**src/rtl/fdmd_pkg.sv**
```systemverilog
// Shared types, constants and helper functions of the frame difference
// motion detector. Used by fdmd_ctrl, fdmd_datapath and the top level.
package fdmd_pkg;

  localparam int PIX_W   = 8;
  localparam int WGT_W   = 8;
  localparam int THR_W   = 32;
  localparam int SUM_W   = 27;
  localparam int SLOT_W  = 6;
  localparam int CNT_W   = 32;
  localparam int CFG_IDX_W = 3;
  localparam int CFG_DATA_W = 32;
  localparam int PROD_W  = SUM_W + WGT_W;

  localparam int DEF_WINDOW = 30;

  localparam logic [SUM_W-1:0] SUM_MAX = {SUM_W{1'b1}};

  // register indexes of the configuration port
  localparam logic [CFG_IDX_W-1:0] CFG_WEIGHT_RED   = 3'd0;
  localparam logic [CFG_IDX_W-1:0] CFG_WEIGHT_GREEN = 3'd1;
  localparam logic [CFG_IDX_W-1:0] CFG_WEIGHT_BLUE  = 3'd2;
  localparam logic [CFG_IDX_W-1:0] CFG_THRESHOLD    = 3'd3;

  localparam logic [WGT_W-1:0] RST_WEIGHT_RED   = 8'd16;
  localparam logic [WGT_W-1:0] RST_WEIGHT_GREEN = 8'd0;
  localparam logic [WGT_W-1:0] RST_WEIGHT_BLUE  = 8'd16;
  localparam logic [THR_W-1:0] RST_THRESHOLD    = 32'd2000000;

  // commands from the controller to the datapath
  typedef struct packed {
    logic accum;    // add the accepted pixel's differences
    logic store;    // write sums to the ring, form products, latch scan flag
    logic decide;   // motion test and window restart
    logic scan_rd;  // read the next ring slot for the scan
    logic finish;   // load the result register and advance frame state
  } cmd_t;

  // status from the datapath to the controller
  typedef struct packed {
    logic scan;       // this frame closes the window
    logic scan_last;  // the last ring slot is being read
    logic out_free;   // result register can take a new result
  } sts_t;

  typedef struct packed {
    logic [SUM_W-1:0] red;
    logic [SUM_W-1:0] green;
    logic [SUM_W-1:0] blue;
  } sums_t;

  function automatic logic [PIX_W-1:0] abs_diff(input logic [PIX_W-1:0] a,
                                                 input logic [PIX_W-1:0] b);
    abs_diff = (a >= b) ? (a - b) : (b - a);
  endfunction

  function automatic logic [SUM_W-1:0] sat_add(input logic [SUM_W-1:0] acc,
                                                input logic [PIX_W-1:0] d);
    logic [SUM_W:0] s;
    s = {1'b0, acc} + {{(SUM_W + 1 - PIX_W){1'b0}}, d};
    sat_add = s[SUM_W] ? SUM_MAX : s[SUM_W-1:0];
  endfunction

endpackage

```
**src/rtl/fdmd_ctrl.sv**
```systemverilog
// Controller of the frame difference motion detector: sequences the
// end-of-frame work (store, decide, ring scan, result). Uses fdmd_pkg.
module fdmd_ctrl (
  input  logic            clk_i,
  input  logic            rst_ni,
  input  logic            in_valid_i,
  input  logic            frame_end_i,
  output logic            in_stall_o,
  input  fdmd_pkg::sts_t  sts_i,
  output fdmd_pkg::cmd_t  cmd_o
);

  localparam logic [2:0] ST_ACCUM  = 3'd0;
  localparam logic [2:0] ST_STORE  = 3'd1;
  localparam logic [2:0] ST_DECIDE = 3'd2;
  localparam logic [2:0] ST_SCAN   = 3'd3;
  localparam logic [2:0] ST_DRAIN  = 3'd4;
  localparam logic [2:0] ST_FINISH = 3'd5;

  logic [2:0] state_q, state_d;
  logic       accept;

  assign in_stall_o = (state_q != ST_ACCUM);
  assign accept     = in_valid_i && (state_q == ST_ACCUM);

  always_comb begin
    state_d = state_q;
    cmd_o   = '0;
    unique case (state_q)
      ST_ACCUM: begin
        cmd_o.accum = accept;
        if (accept && frame_end_i) state_d = ST_STORE;
      end
      ST_STORE: begin
        cmd_o.store = 1'b1;
        state_d     = ST_DECIDE;
      end
      ST_DECIDE: begin
        cmd_o.decide = 1'b1;
        state_d      = sts_i.scan ? ST_SCAN : ST_FINISH;
      end
      ST_SCAN: begin
        cmd_o.scan_rd = 1'b1;
        if (sts_i.scan_last) state_d = ST_DRAIN;
      end
      ST_DRAIN: begin
        // last compare happens in this cycle
        state_d = ST_FINISH;
      end
      ST_FINISH: begin
        cmd_o.finish = sts_i.out_free;
        if (sts_i.out_free) state_d = ST_ACCUM;
      end
      default: begin
        state_d = ST_ACCUM;
      end
    endcase
  end

  always_ff @(posedge clk_i or negedge rst_ni) begin
    if (!rst_ni) begin
      state_q <= ST_ACCUM;
    end else begin
      state_q <= state_d;
    end
  end

endmodule

```
**config.mk**
```make
export PLATFORM = sky130hd
export DESIGN_NAME = fdmd_ctrl
export DESIGN_NICKNAME = d
export VERILOG_FILES = /design/src/rtl/fdmd_pkg.sv /design/src/rtl/fdmd_ctrl.sv
export SDC_FILE = /design/constraint.sdc
export NUM_CORES = 1
export LEC_CHECK = 0
export BUFFER_PORTS_ARGS = -buffer_cell sky130_fd_sc_hd__buf_4
export CORE_AREA = 10 10 47 49
export DETAILED_ROUTE_END_ITERATION = 16
export DIE_AREA = 0 0 57 59
export HOLD_SLACK_MARGIN = 0.06
export PLACE_DENSITY_LB_ADDON = 0.12
export RECOVER_POWER = 100
export SLEW_MARGIN = 40
export SYNTH_ARGS = -nofsm -noshare
export SYNTH_HDL_FRONTEND = slang
export SYNTH_SLANG_ARGS = --single-unit
```
**constraint.sdc**
```tcl
create_clock -name clk_i -period 1.18 [get_ports clk_i]
set_input_delay 0.177 -clock clk_i [delete_from_list [all_inputs] [get_ports clk_i]]
set_output_delay 0.177 -clock clk_i [all_outputs]
set_load 0.02 [all_outputs]
```
Word level (Yosys, flattened, before mapping):

Cells that the tools add are included.

* equal/unequal tests: 8
* muxes and demuxes: 10
* reductions and logical operators: 5

Operators by type and width (count)
* $pmux W3 S6: 1
* $mux W3: 4
* $eq A3 B2 Y1 const B: 2
* $eq A3 B3 Y1 const B: 2
* $mux W1: 5
* $ne A2 B2 Y1 const B: 2
* $eq A3 B1 Y1 const B: 1
* $logic_not A3 Y1: 1
* $reduce_and A3 Y1: 1
* $reduce_bool A3 Y1: 1
* $logic_and A1 B1 Y1: 2
* $ne A2 B1 Y1 const B: 1

* register bits after elaboration: 3
* bits of input ports: 7
* output and inout bits: 6
* logic and storage cells: 24

Logic depth before layout (Yosys ltp):

* depth after elaboration: 5
* depth in mapped cells: 4
* mapped depth without buffers: 3

Worst setup path after synthesis:

No wires, ideal clock.

* path kind: reg-to-output
* from: register state_q[2]
* to: output port cmd_o[4] (netlist name)
* data arrival time: 1.117 ns
* data required time: 1.003 ns
* slack: -0.114 ns
* stages on the path, launching flop included: 4
* path through: dfrtp_1 buf_6 or3_4 nor2_2

RTL lines
* from (decl): line fdmd_ctrl.sv:20 `logic [2:0] state_q, state_d;`
* from (signal assigned): line fdmd_ctrl.sv:64 `state_q <= state_d;`
* to (decl): line fdmd_ctrl.sv:10 `output fdmd_pkg::cmd_t cmd_o`

==> impl_metrics.json <==
{
  "gp_congestion": 0.7334,
  "insertion_delay_ns": 0.24,
  "drv_slew": 0,
  "p_total_mw": 1.127,
  "core_area_um2": 1401,
  "fp.dieW_um": 57,
  "top_level_ports": 13,
  "hp-class": "input port to flop",
  "portBuffers": 12,
  "fillers": 162,
  "track_usage": 0.05265,
  "dp_hpwl_um": 560.7,
  "outcome": "complete, but fails checks",
  "r2r_end": "state_q[0]",
  "drc": 0,
  "postSynthAreaPerCell_um2": 8.408,
  "yosys_register_bits": 3,
  "required_ns": 1.00,
  "cp-start-kind": "flop",
  "grt_max_degree": 9,
  "worst_ep_arrival_time_ns": 1.22,
  "placed_cells": 55,
  "violations": "setup timing",
  "grt-ovfl-total": 0,
  "fin_cells": 63,
  "yosys.area.top_type": "dfrtp_1",
  "h-tree-depth": 1,
  "synthCells": 25,
  "ant_nets": 0,
  "rrSetupSlack_ns": 0.06,
  "synthTopCellsByArea": "dfrtp_1 (36%), nor3b_1 (7.1%), and4b_2 (5.4%)",
  "synth_warnings": 0,
  "worst_slack_ns": -0.2197,
  "diodes": 0,
  "synth_top_area_share": 0.3571,
  "largest_register_ffs": 3,
  "initial_core_util": 0.1500,
  "drive_gt1_frac": 0.6596,
  "period_share": 1.186,
  "layout_common_cells": "buf_4 (14), clkbuf_4 (4), nand2_1 (3), buf_6 (3)",
  "clk_path_buf_depth": 2,
  "synthToLayoutAreaGrowth_pct": 104.8,
  "layout_commonest_cell": "buf_4",
  "crit_type": "flop to primary output",
  "num_rows": 14,
  "ys_types": 17,
  "hold_viol_final": 0,
  "hold_start": "sts_i[2]",
  "initialDrtViolationCount": 5,
  "nets": 55,
  "reg2reg_depth": 4,
  "slew_headroom": 0.8522,
  "die_y_um": 59,
  "cts_root_buffer": "clkbuf_4",
  "clock_sinks": 3,
  "timing.hold.ws_ns": 0.2246,
  "endpoint_kind": "primary output",
  "grt_setup_unrepaired": "true",
  "synthesis.area_um2": 210.2,
  "period_minus_slack_ns": 1.400,
  "pre_cts_ws_ns": 0.01809,
  "num_vias": 270,
  "die_area_um2": 3363,
  "fin_setup_tns_ns": -0.8761,
  "cp_max_fo": 2,
  "wl_um": 810,
  "synth_fp_nets": 32,
  "grt_pass1_vias": 309,
  "antenna_found_initial": 0,
  "fmax_mhz": 714.4,
  "yosysSeqAreaShare": 0.3571,
  "whs_path_depth": 3,
  "regMostFlops": "state_q",
  "first_pass_iters": 3,
  "r2r_start": "state_q[0]",
  "cap_violations": 0,
  "cts_buffers": 3,
  "skew_ns": 0.002765,
  "grt_pass1_wl_mm": 1.345,
  "viasPerCell": 4.286,
  "setup_viol": 6,
  "worst_pin_slew_ns": 0.2207,
  "avgRoutedWirePerCell_um": 12.86,
  "tritoncts": "yes",
  "p_leak_nw": 0.2055,
  "clkTransAtPathRegs_ns": 0.04,
  "hold_end": "state_q[1]",
  "reg_top3": "state_q: 3 flops",
  "power.density_nw_per_um2": 2618,
  "irDropWorstVdd_mv": 0.9390
}
-- report_power, final --
part           internal (mW)  switching, mW  total, mW
Clock                  0.127         0.0573      0.184
Combinational          0.384          0.370      0.754
Sequential             0.151         0.0368      0.188
-- critical path, stage by stage, from the launching register on --
cell and delay, ns:
dfrtp_1 0.37, or3_4 0.41, nor2_4 0.09, buf_6 0.12
-- Yosys cell counts --
| library cell | instances |
|---|---|
| or3_4 | 1 |
| nand2_1 | 3 |
| nand3_1 | 1 |
| a21oi_1 | 2 |
| inv_1 | 2 |
| nor3b_1 | 2 |
| and2_1 | 1 |
| a31oi_1 | 1 |
| buf_4 | 1 |
| buf_6 | 1 |
| nor2_2 | 1 |
| and4b_2 | 1 |
| nor2_1 | 1 |
| dfrtp_1 | 3 |
| o31ai_1 | 1 |
| nor3_1 | 1 |
| o21ai_0 | 2 |
-- through the flow --
step	util	cell area, um2
floorplan	-	215.2
global placement	0.2402	336.6
detailed placement	0.2402	336.6
CTS	0.3036	425.4
global route	0.3071	430.4
finish	0.3071	430.4
-- how the worst max path moves through the flow --
stage	from	endpoint	slack (ns)
after floorplan	state_q[2]	cmd_o[4]	-0.06
after global placement	state_q[0]	cmd_o[4]	0.02
after detailed placement	state_q[2]	cmd_o[4]	0.02
after CTS	state_q[2]	cmd_o[4]	-0.23
after global routing	state_q[2]	cmd_o[4]	-0.27
final	state_q[2]	cmd_o[4]	-0.22
-- per-layer routing --
metal	global-route usage	vias up	wire length, um
met2	0.08062	10	444
li1	-	130	-
met4	0.07047	0	40
met1	0.04615	126	282
met5	0	-	0
met3	0.02146	4	42
-- layout make-up --
type / count / area, um2 / area share
multi-input combinational: 18 / 140.1 / 0.3256
sequential: 3 / 76.32 / 0.1773
tap: 16 / 20.02 / 0.04651
inverter: 2 / 7.507 / 0.01744
timing repair buffer: 20 / 160.2 / 0.3721
clock buffer: 4 / 26.28 / 0.06105
-- cells by family after synthesis --
kind of cell,synth area share
flip-flops,0.3571
AO/OA/AOI/OAI,0.1608
buffers and inverters,0.1250
AND/OR/NAND/NOR,0.3571
-- what timing repair did --
item | in CTS | in global routing
resized for setup | 8 | 5
pin swaps | 1 | 2
gates cloned | 0 | 0
setup endpoints to repair | 6 | 8
hold buffers | 1 | 0
hold endpoints to repair | 3 | 0
buffers inserted | 3 | 0
No activity file was read; power rests on OpenSTA's default activity.
